===== src/design/mch_pkg.sv =====
// ----------------------------------------------------------------------------
// mch_pkg: shared types and constants for the magnetometer heading block
// Holds the gain reset values, register indexes, the CORDIC angle table and
// the sequencer state type.
// ----------------------------------------------------------------------------
package mch_pkg;

  localparam int unsigned AxisW    = 16;
  localparam int unsigned GainW    = 16;
  localparam int unsigned HeadW    = 9;
  localparam int unsigned CordSteps = 16;
  localparam int unsigned StepW    = 4;
  // Vector width: 16-bit value times 65536, plus CORDIC growth and sign.
  localparam int unsigned VecW     = 35;
  localparam int unsigned AngW     = 26;

  localparam logic [GainW-1:0] GainXyRst = 16'd10551;
  localparam logic [GainW-1:0] GainZRst  = 16'd19268;

  localparam logic [0:0] RegGainXy = 1'b0;
  localparam logic [0:0] RegGainZ  = 1'b1;

  typedef enum logic [2:0] {
    StIdle,
    StMul,
    StNorm,
    StCord,
    StDone
  } mch_state_e;

  function automatic logic signed [AngW-1:0] atan_q16(input logic [StepW-1:0] idx);
    logic signed [AngW-1:0] v;
    case (idx)
      4'd0:  v = 26'sd2949120;
      4'd1:  v = 26'sd1740967;
      4'd2:  v = 26'sd919879;
      4'd3:  v = 26'sd466945;
      4'd4:  v = 26'sd234379;
      4'd5:  v = 26'sd117304;
      4'd6:  v = 26'sd58666;
      4'd7:  v = 26'sd29335;
      4'd8:  v = 26'sd14668;
      4'd9:  v = 26'sd7334;
      4'd10: v = 26'sd3667;
      4'd11: v = 26'sd1833;
      4'd12: v = 26'sd917;
      4'd13: v = 26'sd458;
      4'd14: v = 26'sd229;
      default: v = 26'sd115;
    endcase
    return v;
  endfunction

endpackage


===== src/design/magnetometer_calibrate_heading.sv =====
// Sequence from input transfer to out_valid_o: the three axes in turn through the
// bit-serial multiplier (start, 16 gain bits, done), a normalize step, the CORDIC
// (16 micro-rotations and done) and an output step.
// A new sample is taken only once the last one is through; the input waits until the held
// result has been taken, so a stalled receiver holds off the next sample.
// Reset: asynchronous active low; gains to defaults, min 32767, max -32768.
// ----------------------------------------------------------------------------
// magnetometer_calibrate_heading: hard-iron calibration and compass heading
// Scales each axis, tracks per-axis extremes, removes the midpoint and
// computes the heading from the normalized x and y.
// ----------------------------------------------------------------------------
module magnetometer_calibrate_heading (
  input  logic                              clk_i,
  input  logic                              rst_ni,
  input  logic                              in_valid_i,
  output logic                              in_ready_o,
  input  logic signed [mch_pkg::AxisW-1:0]  raw_x_i,
  input  logic signed [mch_pkg::AxisW-1:0]  raw_y_i,
  input  logic signed [mch_pkg::AxisW-1:0]  raw_z_i,
  input  logic                              seed_i,
  output logic                              out_valid_o,
  input  logic                              out_ready_i,
  output logic signed [mch_pkg::AxisW-1:0]  norm_x_o,
  output logic signed [mch_pkg::AxisW-1:0]  norm_y_o,
  output logic signed [mch_pkg::AxisW-1:0]  norm_z_o,
  output logic [mch_pkg::HeadW-1:0]         heading_deg_o,
  input  logic                              cfg_valid_i,
  output logic                              cfg_ready_o,
  input  logic [0:0]                        cfg_index_i,
  input  logic [mch_pkg::GainW-1:0]         cfg_data_i
);
  import mch_pkg::*;

  mch_state_e state_q, state_d;
  logic [GainW-1:0] gxy_q, gz_q;
  logic signed [AxisW-1:0] raw_q [3];
  logic signed [AxisW-1:0] s_q [3];
  logic signed [AxisW-1:0] min_q [3];
  logic signed [AxisW-1:0] max_q [3];
  logic signed [AxisW-1:0] n_q [3];
  logic seed_q;
  logic [1:0] ax_q, ax_d;
  logic mul_start, mul_done, cord_start, cord_done;
  logic [AxisW:0] prod;
  logic [AxisW-1:0] mag;
  logic [HeadW-1:0] head;
  logic signed [AxisW-1:0] sres;
  logic ovalid_q;
  logic signed [AxisW-1:0] nmin [3], nmax [3], nval [3];
  logic signed [AxisW:0]   sum [3], mid [3], diff [3];

  // The input side waits until the held result has been taken.
  assign in_ready_o  = (state_q == StIdle) && !ovalid_q;
  assign cfg_ready_o = 1'b1;

  always_ff @(posedge clk_i or negedge rst_ni) begin
    if (!rst_ni) begin
      gxy_q <= GainXyRst;
      gz_q  <= GainZRst;
    end else if (cfg_valid_i) begin
      case (cfg_index_i)
        RegGainXy: gxy_q <= cfg_data_i;
        RegGainZ:  gz_q  <= cfg_data_i;
        default:   ;
      endcase
    end
  end

  // Magnitude of the current axis; -32768 becomes 32768 in 16 unsigned bits.
  assign mag = raw_q[ax_q][AxisW-1] ? AxisW'(-raw_q[ax_q]) : raw_q[ax_q];
  assign sres = raw_q[ax_q][AxisW-1] ? -AxisW'(prod) : AxisW'(prod);

  mch_serial_mul u_mul (
    .clk_i, .rst_ni, .start_i(mul_start), .mag_i(mag),
    .gain_i((ax_q == 2'd2) ? gz_q : gxy_q), .prod_o(prod), .done_o(mul_done)
  );

  // The CORDIC takes the normalized x and y in the same cycle they are stored.
  mch_cordic u_cord (
    .clk_i, .rst_ni, .start_i(cord_start), .x_i(nval[0]), .y_i(nval[1]),
    .head_o(head), .done_o(cord_done)
  );

  logic mul_go_q;
  always_comb begin
    state_d = state_q; ax_d = ax_q; mul_start = 1'b0; cord_start = 1'b0;
    case (state_q)
      StIdle: if (in_valid_i && in_ready_o) begin
        state_d = StMul; ax_d = 2'd0;
      end
      StMul: begin
        mul_start = mul_go_q;
        if (mul_done) begin
          if (ax_q == 2'd2) state_d = StNorm;
          else ax_d = ax_q + 2'd1;
        end
      end
      StNorm: begin
        state_d = StCord; cord_start = 1'b1;
      end
      StCord: if (cord_done) state_d = StDone;
      StDone: state_d = StIdle;
      default: state_d = StIdle;
    endcase
  end

  always_ff @(posedge clk_i or negedge rst_ni) begin
    if (!rst_ni) begin
      state_q  <= StIdle;
      ax_q     <= '0;
      ovalid_q <= 1'b0;
      mul_go_q <= 1'b0;
      for (int k = 0; k < 3; k++) begin
        min_q[k] <= 16'sh7fff;
        max_q[k] <= 16'sh8000;
      end
    end else begin
      state_q  <= state_d;
      ax_q     <= ax_d;
      mul_go_q <= (state_q == StIdle && in_valid_i && in_ready_o) ||
                  (state_q == StMul && mul_done && ax_q != 2'd2);
      if (state_q == StDone) ovalid_q <= 1'b1;
      else if (ovalid_q && out_ready_i) ovalid_q <= 1'b0;
      if (state_q == StNorm) begin
        for (int k = 0; k < 3; k++) begin
          if (seed_q) begin
            min_q[k] <= s_q[k];
            max_q[k] <= s_q[k];
          end else begin
            if (s_q[k] < min_q[k]) min_q[k] <= s_q[k];
            if (s_q[k] > max_q[k]) max_q[k] <= s_q[k];
          end
        end
      end
    end
  end

  // Normalize: midpoint of the updated range, truncated toward zero.
  always_comb begin
    for (int k = 0; k < 3; k++) begin
      nmin[k] = seed_q ? s_q[k] : ((s_q[k] < min_q[k]) ? s_q[k] : min_q[k]);
      nmax[k] = seed_q ? s_q[k] : ((s_q[k] > max_q[k]) ? s_q[k] : max_q[k]);
      sum[k]  = (AxisW+1)'(nmax[k]) + (AxisW+1)'(nmin[k]);
      mid[k]  = (sum[k] + $signed({{AxisW{1'b0}}, sum[k][AxisW]})) >>> 1;
      diff[k] = (AxisW+1)'(s_q[k]) - mid[k];
      if (diff[k] > 17'sd32767) nval[k] = 16'sh7fff;
      else if (diff[k] < -17'sd32768) nval[k] = 16'sh8000;
      else nval[k] = diff[k][AxisW-1:0];
    end
  end

  always_ff @(posedge clk_i) begin
    if (state_q == StIdle && in_valid_i && in_ready_o) begin
      raw_q[0] <= raw_x_i; raw_q[1] <= raw_y_i; raw_q[2] <= raw_z_i;
      seed_q <= seed_i;
    end
    if (state_q == StMul && mul_done) s_q[ax_q] <= sres;
    if (state_q == StNorm) begin
      for (int k = 0; k < 3; k++) n_q[k] <= nval[k];
    end
    if (state_q == StDone) heading_deg_o <= head;
  end

  assign norm_x_o    = n_q[0];
  assign norm_y_o    = n_q[1];
  assign norm_z_o    = n_q[2];
  assign out_valid_o = ovalid_q;
endmodule


===== src/design/mch_serial_mul.sv =====
// ----------------------------------------------------------------------------
// mch_serial_mul: bit-serial unsigned magnitude times gain
// Shift-and-add over the gain bits, one bit per cycle, LSB first.
// ----------------------------------------------------------------------------
module mch_serial_mul (
  input  logic                        clk_i,
  input  logic                        rst_ni,
  input  logic                        start_i,
  input  logic [mch_pkg::AxisW-1:0]   mag_i,
  input  logic [mch_pkg::GainW-1:0]   gain_i,
  output logic [mch_pkg::AxisW:0]     prod_o,
  output logic                        done_o
);
  import mch_pkg::*;

  logic [AxisW+GainW-1:0] acc_q, acc_d;
  logic [GainW-1:0]       g_q, g_d;
  logic [AxisW-1:0]       m_q, m_d;
  logic [StepW:0]         cnt_q, cnt_d;
  logic                   busy_q, busy_d;
  logic                   done_q;

  always_comb begin
    acc_d = acc_q; g_d = g_q; m_d = m_q; cnt_d = cnt_q; busy_d = busy_q;
    if (start_i) begin
      acc_d = '0; g_d = gain_i; m_d = mag_i; cnt_d = '0; busy_d = 1'b1;
    end else if (busy_q) begin
      // Shift the sum right, then add the magnitude at the current bit weight.
      acc_d = ({1'b0, acc_q[AxisW+GainW-1:1]}) +
              ({(AxisW+GainW){1'b0}} | ({{GainW{1'b0}}, m_q} << (AxisW-1)) &
               {(AxisW+GainW){g_q[0]}}) ;
      g_d = {1'b0, g_q[GainW-1:1]};
      cnt_d = cnt_q + 1'b1;
      if (cnt_q == (StepW+1)'(GainW-1)) busy_d = 1'b0;
    end
  end

  always_ff @(posedge clk_i or negedge rst_ni) begin
    if (!rst_ni) begin
      busy_q <= 1'b0;
      cnt_q  <= '0;
      done_q <= 1'b0;
    end else begin
      busy_q <= busy_d;
      cnt_q  <= cnt_d;
      done_q <= busy_q && (cnt_q == (StepW+1)'(GainW-1));
    end
  end

  always_ff @(posedge clk_i) begin
    acc_q <= acc_d; g_q <= g_d; m_q <= m_d;
  end

  // acc holds m*g after the last gain bit; the upper half is the product >> 16.
  assign prod_o = {1'b0, acc_q[AxisW+GainW-1:GainW]};
  assign done_o = done_q;
endmodule


===== src/design/mch_cordic.sv =====
// ----------------------------------------------------------------------------
// mch_cordic: vectoring CORDIC for the compass heading
// One micro-rotation per cycle with a shared barrel shift per component.
// ----------------------------------------------------------------------------
module mch_cordic (
  input  logic                               clk_i,
  input  logic                               rst_ni,
  input  logic                               start_i,
  input  logic signed [mch_pkg::AxisW-1:0]   x_i,
  input  logic signed [mch_pkg::AxisW-1:0]   y_i,
  output logic [mch_pkg::HeadW-1:0]          head_o,
  output logic                               done_o
);
  import mch_pkg::*;

  logic signed [VecW-1:0] vx_q, vx_d, vy_q, vy_d, dx, dy;
  logic signed [AngW-1:0] ang_q, ang_d, angw;
  logic [StepW-1:0]       i_q, i_d;
  logic                   busy_q, busy_d, last;
  logic [HeadW-1:0]       spec_q, spec_d, h;
  logic                   sp_q, sp_d;
  logic signed [VecW-1:0] sx, sy;

  assign last = busy_q && (i_q == StepW'(CordSteps-1));
  assign dx = vy_q >>> i_q;
  assign dy = vx_q >>> i_q;

  always_comb begin
    vx_d = vx_q; vy_d = vy_q; ang_d = ang_q; i_d = i_q; busy_d = busy_q;
    spec_d = spec_q; sp_d = sp_q;
    sx = VecW'(x_i) <<< 16;
    sy = VecW'(y_i) <<< 16;
    if (start_i) begin
      busy_d = 1'b1; i_d = '0; sp_d = 1'b1; spec_d = '0;
      if (y_i == 0) spec_d = (x_i < 0) ? 9'd180 : 9'd0;
      else if (x_i == 0) spec_d = (y_i > 0) ? 9'd90 : 9'd270;
      else if (x_i == y_i) spec_d = (y_i > 0) ? 9'd45 : 9'd225;
      else if (x_i == -y_i) spec_d = (y_i > 0) ? 9'd135 : 9'd315;
      else sp_d = 1'b0;
      if (x_i < 0) begin
        vx_d = -sx; vy_d = -sy; ang_d = 26'sd11796480;
      end else begin
        vx_d = sx; vy_d = sy; ang_d = '0;
      end
    end else if (busy_q) begin
      if (vy_q >= 0) begin
        vx_d = vx_q + dx; vy_d = vy_q - dy; ang_d = ang_q + atan_q16(i_q);
      end else begin
        vx_d = vx_q - dx; vy_d = vy_q + dy; ang_d = ang_q - atan_q16(i_q);
      end
      i_d = i_q + 1'b1;
      if (last) busy_d = 1'b0;
    end
  end

  always_ff @(posedge clk_i or negedge rst_ni) begin
    if (!rst_ni) begin
      busy_q <= 1'b0;
      i_q    <= '0;
    end else begin
      busy_q <= busy_d;
      i_q    <= i_d;
    end
  end

  always_ff @(posedge clk_i) begin
    vx_q <= vx_d; vy_q <= vy_d; ang_q <= ang_d; spec_q <= spec_d; sp_q <= sp_d;
  end

  logic done_q;
  always_ff @(posedge clk_i or negedge rst_ni) begin
    if (!rst_ni) done_q <= 1'b0;
    else         done_q <= last;
  end

  always_comb begin
    angw = ang_q;
    if (ang_q < 0) angw = ang_q + 26'sd23592960;
    else if (ang_q >= 26'sd23592960) angw = ang_q - 26'sd23592960;
    h = angw[24:16];
    if (h > 9'd359) h = 9'd359;
  end

  assign head_o = sp_q ? spec_q : h;
  assign done_o = done_q;
endmodule

===== config.mk =====
export PLATFORM = sky130hd
export DESIGN_NAME = magnetometer_calibrate_heading
export DESIGN_NICKNAME = d
export VERILOG_FILES = /design/src/design/mch_pkg.sv /design/src/design/magnetometer_calibrate_heading.sv /design/src/design/mch_serial_mul.sv /design/src/design/mch_cordic.sv
export SDC_FILE = /design/constraint.sdc
export NUM_CORES = 2
export LEC_CHECK = 0
export BUFFER_PORTS_ARGS = -buffer_cell sky130_fd_sc_hd__buf_2
export CORE_MARGIN = 3
export CORE_UTILIZATION = 55
export CTS_CLUSTER_DIAMETER = 50
export CTS_CLUSTER_SIZE = 16
export DETAILED_ROUTE_END_ITERATION = 12
export HOLD_SLACK_MARGIN = 0.05
export MAX_ROUTING_LAYER = met4
export PLACE_DENSITY = 0.69
export SYNTH_ARGS = -nofsm -noshare
export SYNTH_HDL_FRONTEND = slang
export SYNTH_HIERARCHICAL = 1
export SYNTH_SLANG_ARGS = --single-unit

===== constraint.sdc =====
create_clock -name clk_i -period 11.24 [get_ports clk_i]
set_input_delay 1.124 -clock clk_i [delete_from_list [all_inputs] [get_ports clk_i]]
set_output_delay 1.124 -clock clk_i [all_outputs]
set_load 0.01 [all_outputs]

==> run_results.csv <==
group,metric,value,unit
outcome,status,"finished, final reports clean",
power,p_sw,5.921,mW
power,power_switching_share,45.60,%
die,start_util,56.00,%
sta,min_period,10.63,ns
sta,final-hold-violation-count,0,
final_layout,area_delta_synth_final,9.541,%
final_layout,fillers,6097,
clocking,cts_tree,"done",
critical_path,critPathLaunchType,"flip-flop",
die,rows,98,
critical_path,critPathKind,"reg -> reg",
run,maxCapViolations,0,
route,viasPerCell,6.219,
global_route,grt_pass1_vias,31470,
power,p_leak,17.62,nW
route,routed-via-count,32720,
final_layout,drive_gt1_share,16.94,%
sta,skew,0.04680,ns
min_path,min_path_cells,1,
clocking,insertion_delay,0.64,ns
route,drc,0,
global_route,grt_use_total,27.61,%
sta,fin_setup_tns,0,ns
sta,setup_violations,0,
route,routedWlPerCell,20.01,um
place,port_buffers,129,
final_layout,final_util,61.34,%
sta,rsz0062_at_grt,"no",
critical_path,critPathCaptureType,"flip-flop",
clocking,numClockSinks,456,
critical_path,critPathArrivalTime,11.09,ns
route,ant_nets,0,
critical_path,cp_top_family,"compound AO/OA/AOI/OAI gates",
yosys,ys_warn_count,6,
clocking,clockBufferDepth,3,
final_layout,final_nets,4656,
critical_path,max_stage_delay,0.59,ns
min_path,min_path_type,"reg -> reg",
yosys,syn-instance-count,4196,
place,dp_hpwl,78060,um
final_layout,final_common_cell,"ha_1",
sta,fmax,94.04,MHz
clocking,cts_made_buffers,70,
clocking,cts_root_buf,"clkbuf_16",
critical_path,r2r_cells,37,
route,wl,105300,um
final_layout,ff_latch_area,12880,um^2
place,place_congestion,0.9588,
die,die_x,277.2,um
yosys,syn_area,40440,um^2
critical_path,worstPathRequired,11.70,ns
power,power.internal,7.064,mW
clocking,path_clk_slew,0.07,ns
power,p_clk_share,17.7,%
yosys,avgSynthCellArea,9.638,um^2
sta,slew_headroom,19.50,%
power,p_seq_share,21.5,%
die,io_pins,131,
global_route,grt_max_degree,79,
clocking,cts_max_level,3,
die,fp.coreArea,72220,um^2
clocking,ctsHoldBuffers,0,
power,power_density,293.1,nW/um^2
final_layout,mostFrequentLayoutCells,"ha_1, nor2_1, edfxtp_1",
sta,min_period_over_period,94.61,%
global_route,antenna_found_initial,0,
power,pwr-share-comb,60.9,%
yosys,synth_nets,4600,
die,die_height,277.2,um
sta,tightest_slew,1.199,ns
global_route,grt_pass1_wl,169100,um
critical_path,path_max_fanout,15,
final_layout,multi_input_area,25980,um^2
power,finalPower,12.99,mW
power,ir_drop,0.2147,mV
route,drtIter0Drc,2460,
global_route,grt-ovfl-total,0,
sta,finalMaxSlewViolations,0,
critical_path,cp_slowest_cell,"nor4_1",
route,firstDrtPassIters,5,
critical_path,crit_cells,37,
critical_path,critPathBufInv,1,
die,design.die.area,76820,um^2
registers in the layout, indices dropped and copies added (netlist names), 9 cells and up:
name	flops
max_q	48
raw_q	48
u_cord/ang_q	26
heading_deg_o	9
u_mul/acc_q	16
u_cord/spec_q	9
u_cord/vy_q	35
gxy_q	16
u_mul/m_q	16
u_mul/g_q	16
u_cord/vx_q	35
s_q	48
min_q	48
gz_q	16
n_q	48
final timing paths:
| kind | from | slack [ns] | endpoint |
|---|---|---|---|
| setup reg to reg | s_q[0][5] | 0.61 | u_cord/spec_q[4] |
| hold reg to reg | gz_q[12] | 0.50 | gz_q[12] |
| max in group asynchronous | rst_ni | 9.19 | gz_q[12] |
| setup / recovery | s_q[0][5] | 0.61 | u_cord/spec_q[4] |
| min in group asynchronous | rst_ni | 0.51 | max_q[0] |
| hold / removal | gz_q[12] | 0.50 | gz_q[12] |
stage by stage:
step / hold WS, ns / area (um^2) / instances / setup WS, ns
2_1_floorplan: 0.4489 / 40440 / 4196 / 1.729
3_3_place_gp: 0.4773 / 41750 / 5130 / 0.8141
3_5_place_dp: 0.4874 / 41750 / 5130 / 0.6060
4_1_cts: 0.5024 / 44270 / 5259 / 0.5228
5_1_grt: 0.5185 / 44300 / 5259 / 0.01867
6_report: 0.4987 / 44300 / 5261 / 0.6059
power groups by stage:
stage / Combinational [mW] / Clock [mW] / Sequential [mW]
floorplan: 6.12 / 0 / 2.62
global placement: 7.70 / 0 / 2.80
detailed placement: 7.77 / 0 / 2.81
CTS: 7.83 / 2.34 / 2.78
global route: 8.74 / 2.42 / 2.83
finish: 7.90 / 2.30 / 2.79
repair_timing:
| action | 4_1_cts | 5_1_grt |
|---|---|---|
| setup buffers | 0 | 0 |
| endpoints found under the setup margin | 0 | 8 |
| resized for setup | 0 | 5 |
cell type report:
class | instances | share of cell area, %
multi-input cells | 3350 | 58.65
flip-flops and latches | 456 | 29.08
clock buffers | 81 | 4.166
well taps | 950 | 2.683
repair buffers | 169 | 2.149
inverters | 205 | 1.737
clock inverters | 48 | 1.528
diodes | 2 | 0.01130
metal layers:
layer	vias up	wire length, um	track usage [%]
met5	-	0	-
li1	15770	-	-
met1	15770	46160	35.83
met4	0	3771	9.186
met3	211	5898	3.869
met2	975	49450	44.60
Note: power is estimated with default switching activity, not from simulation.
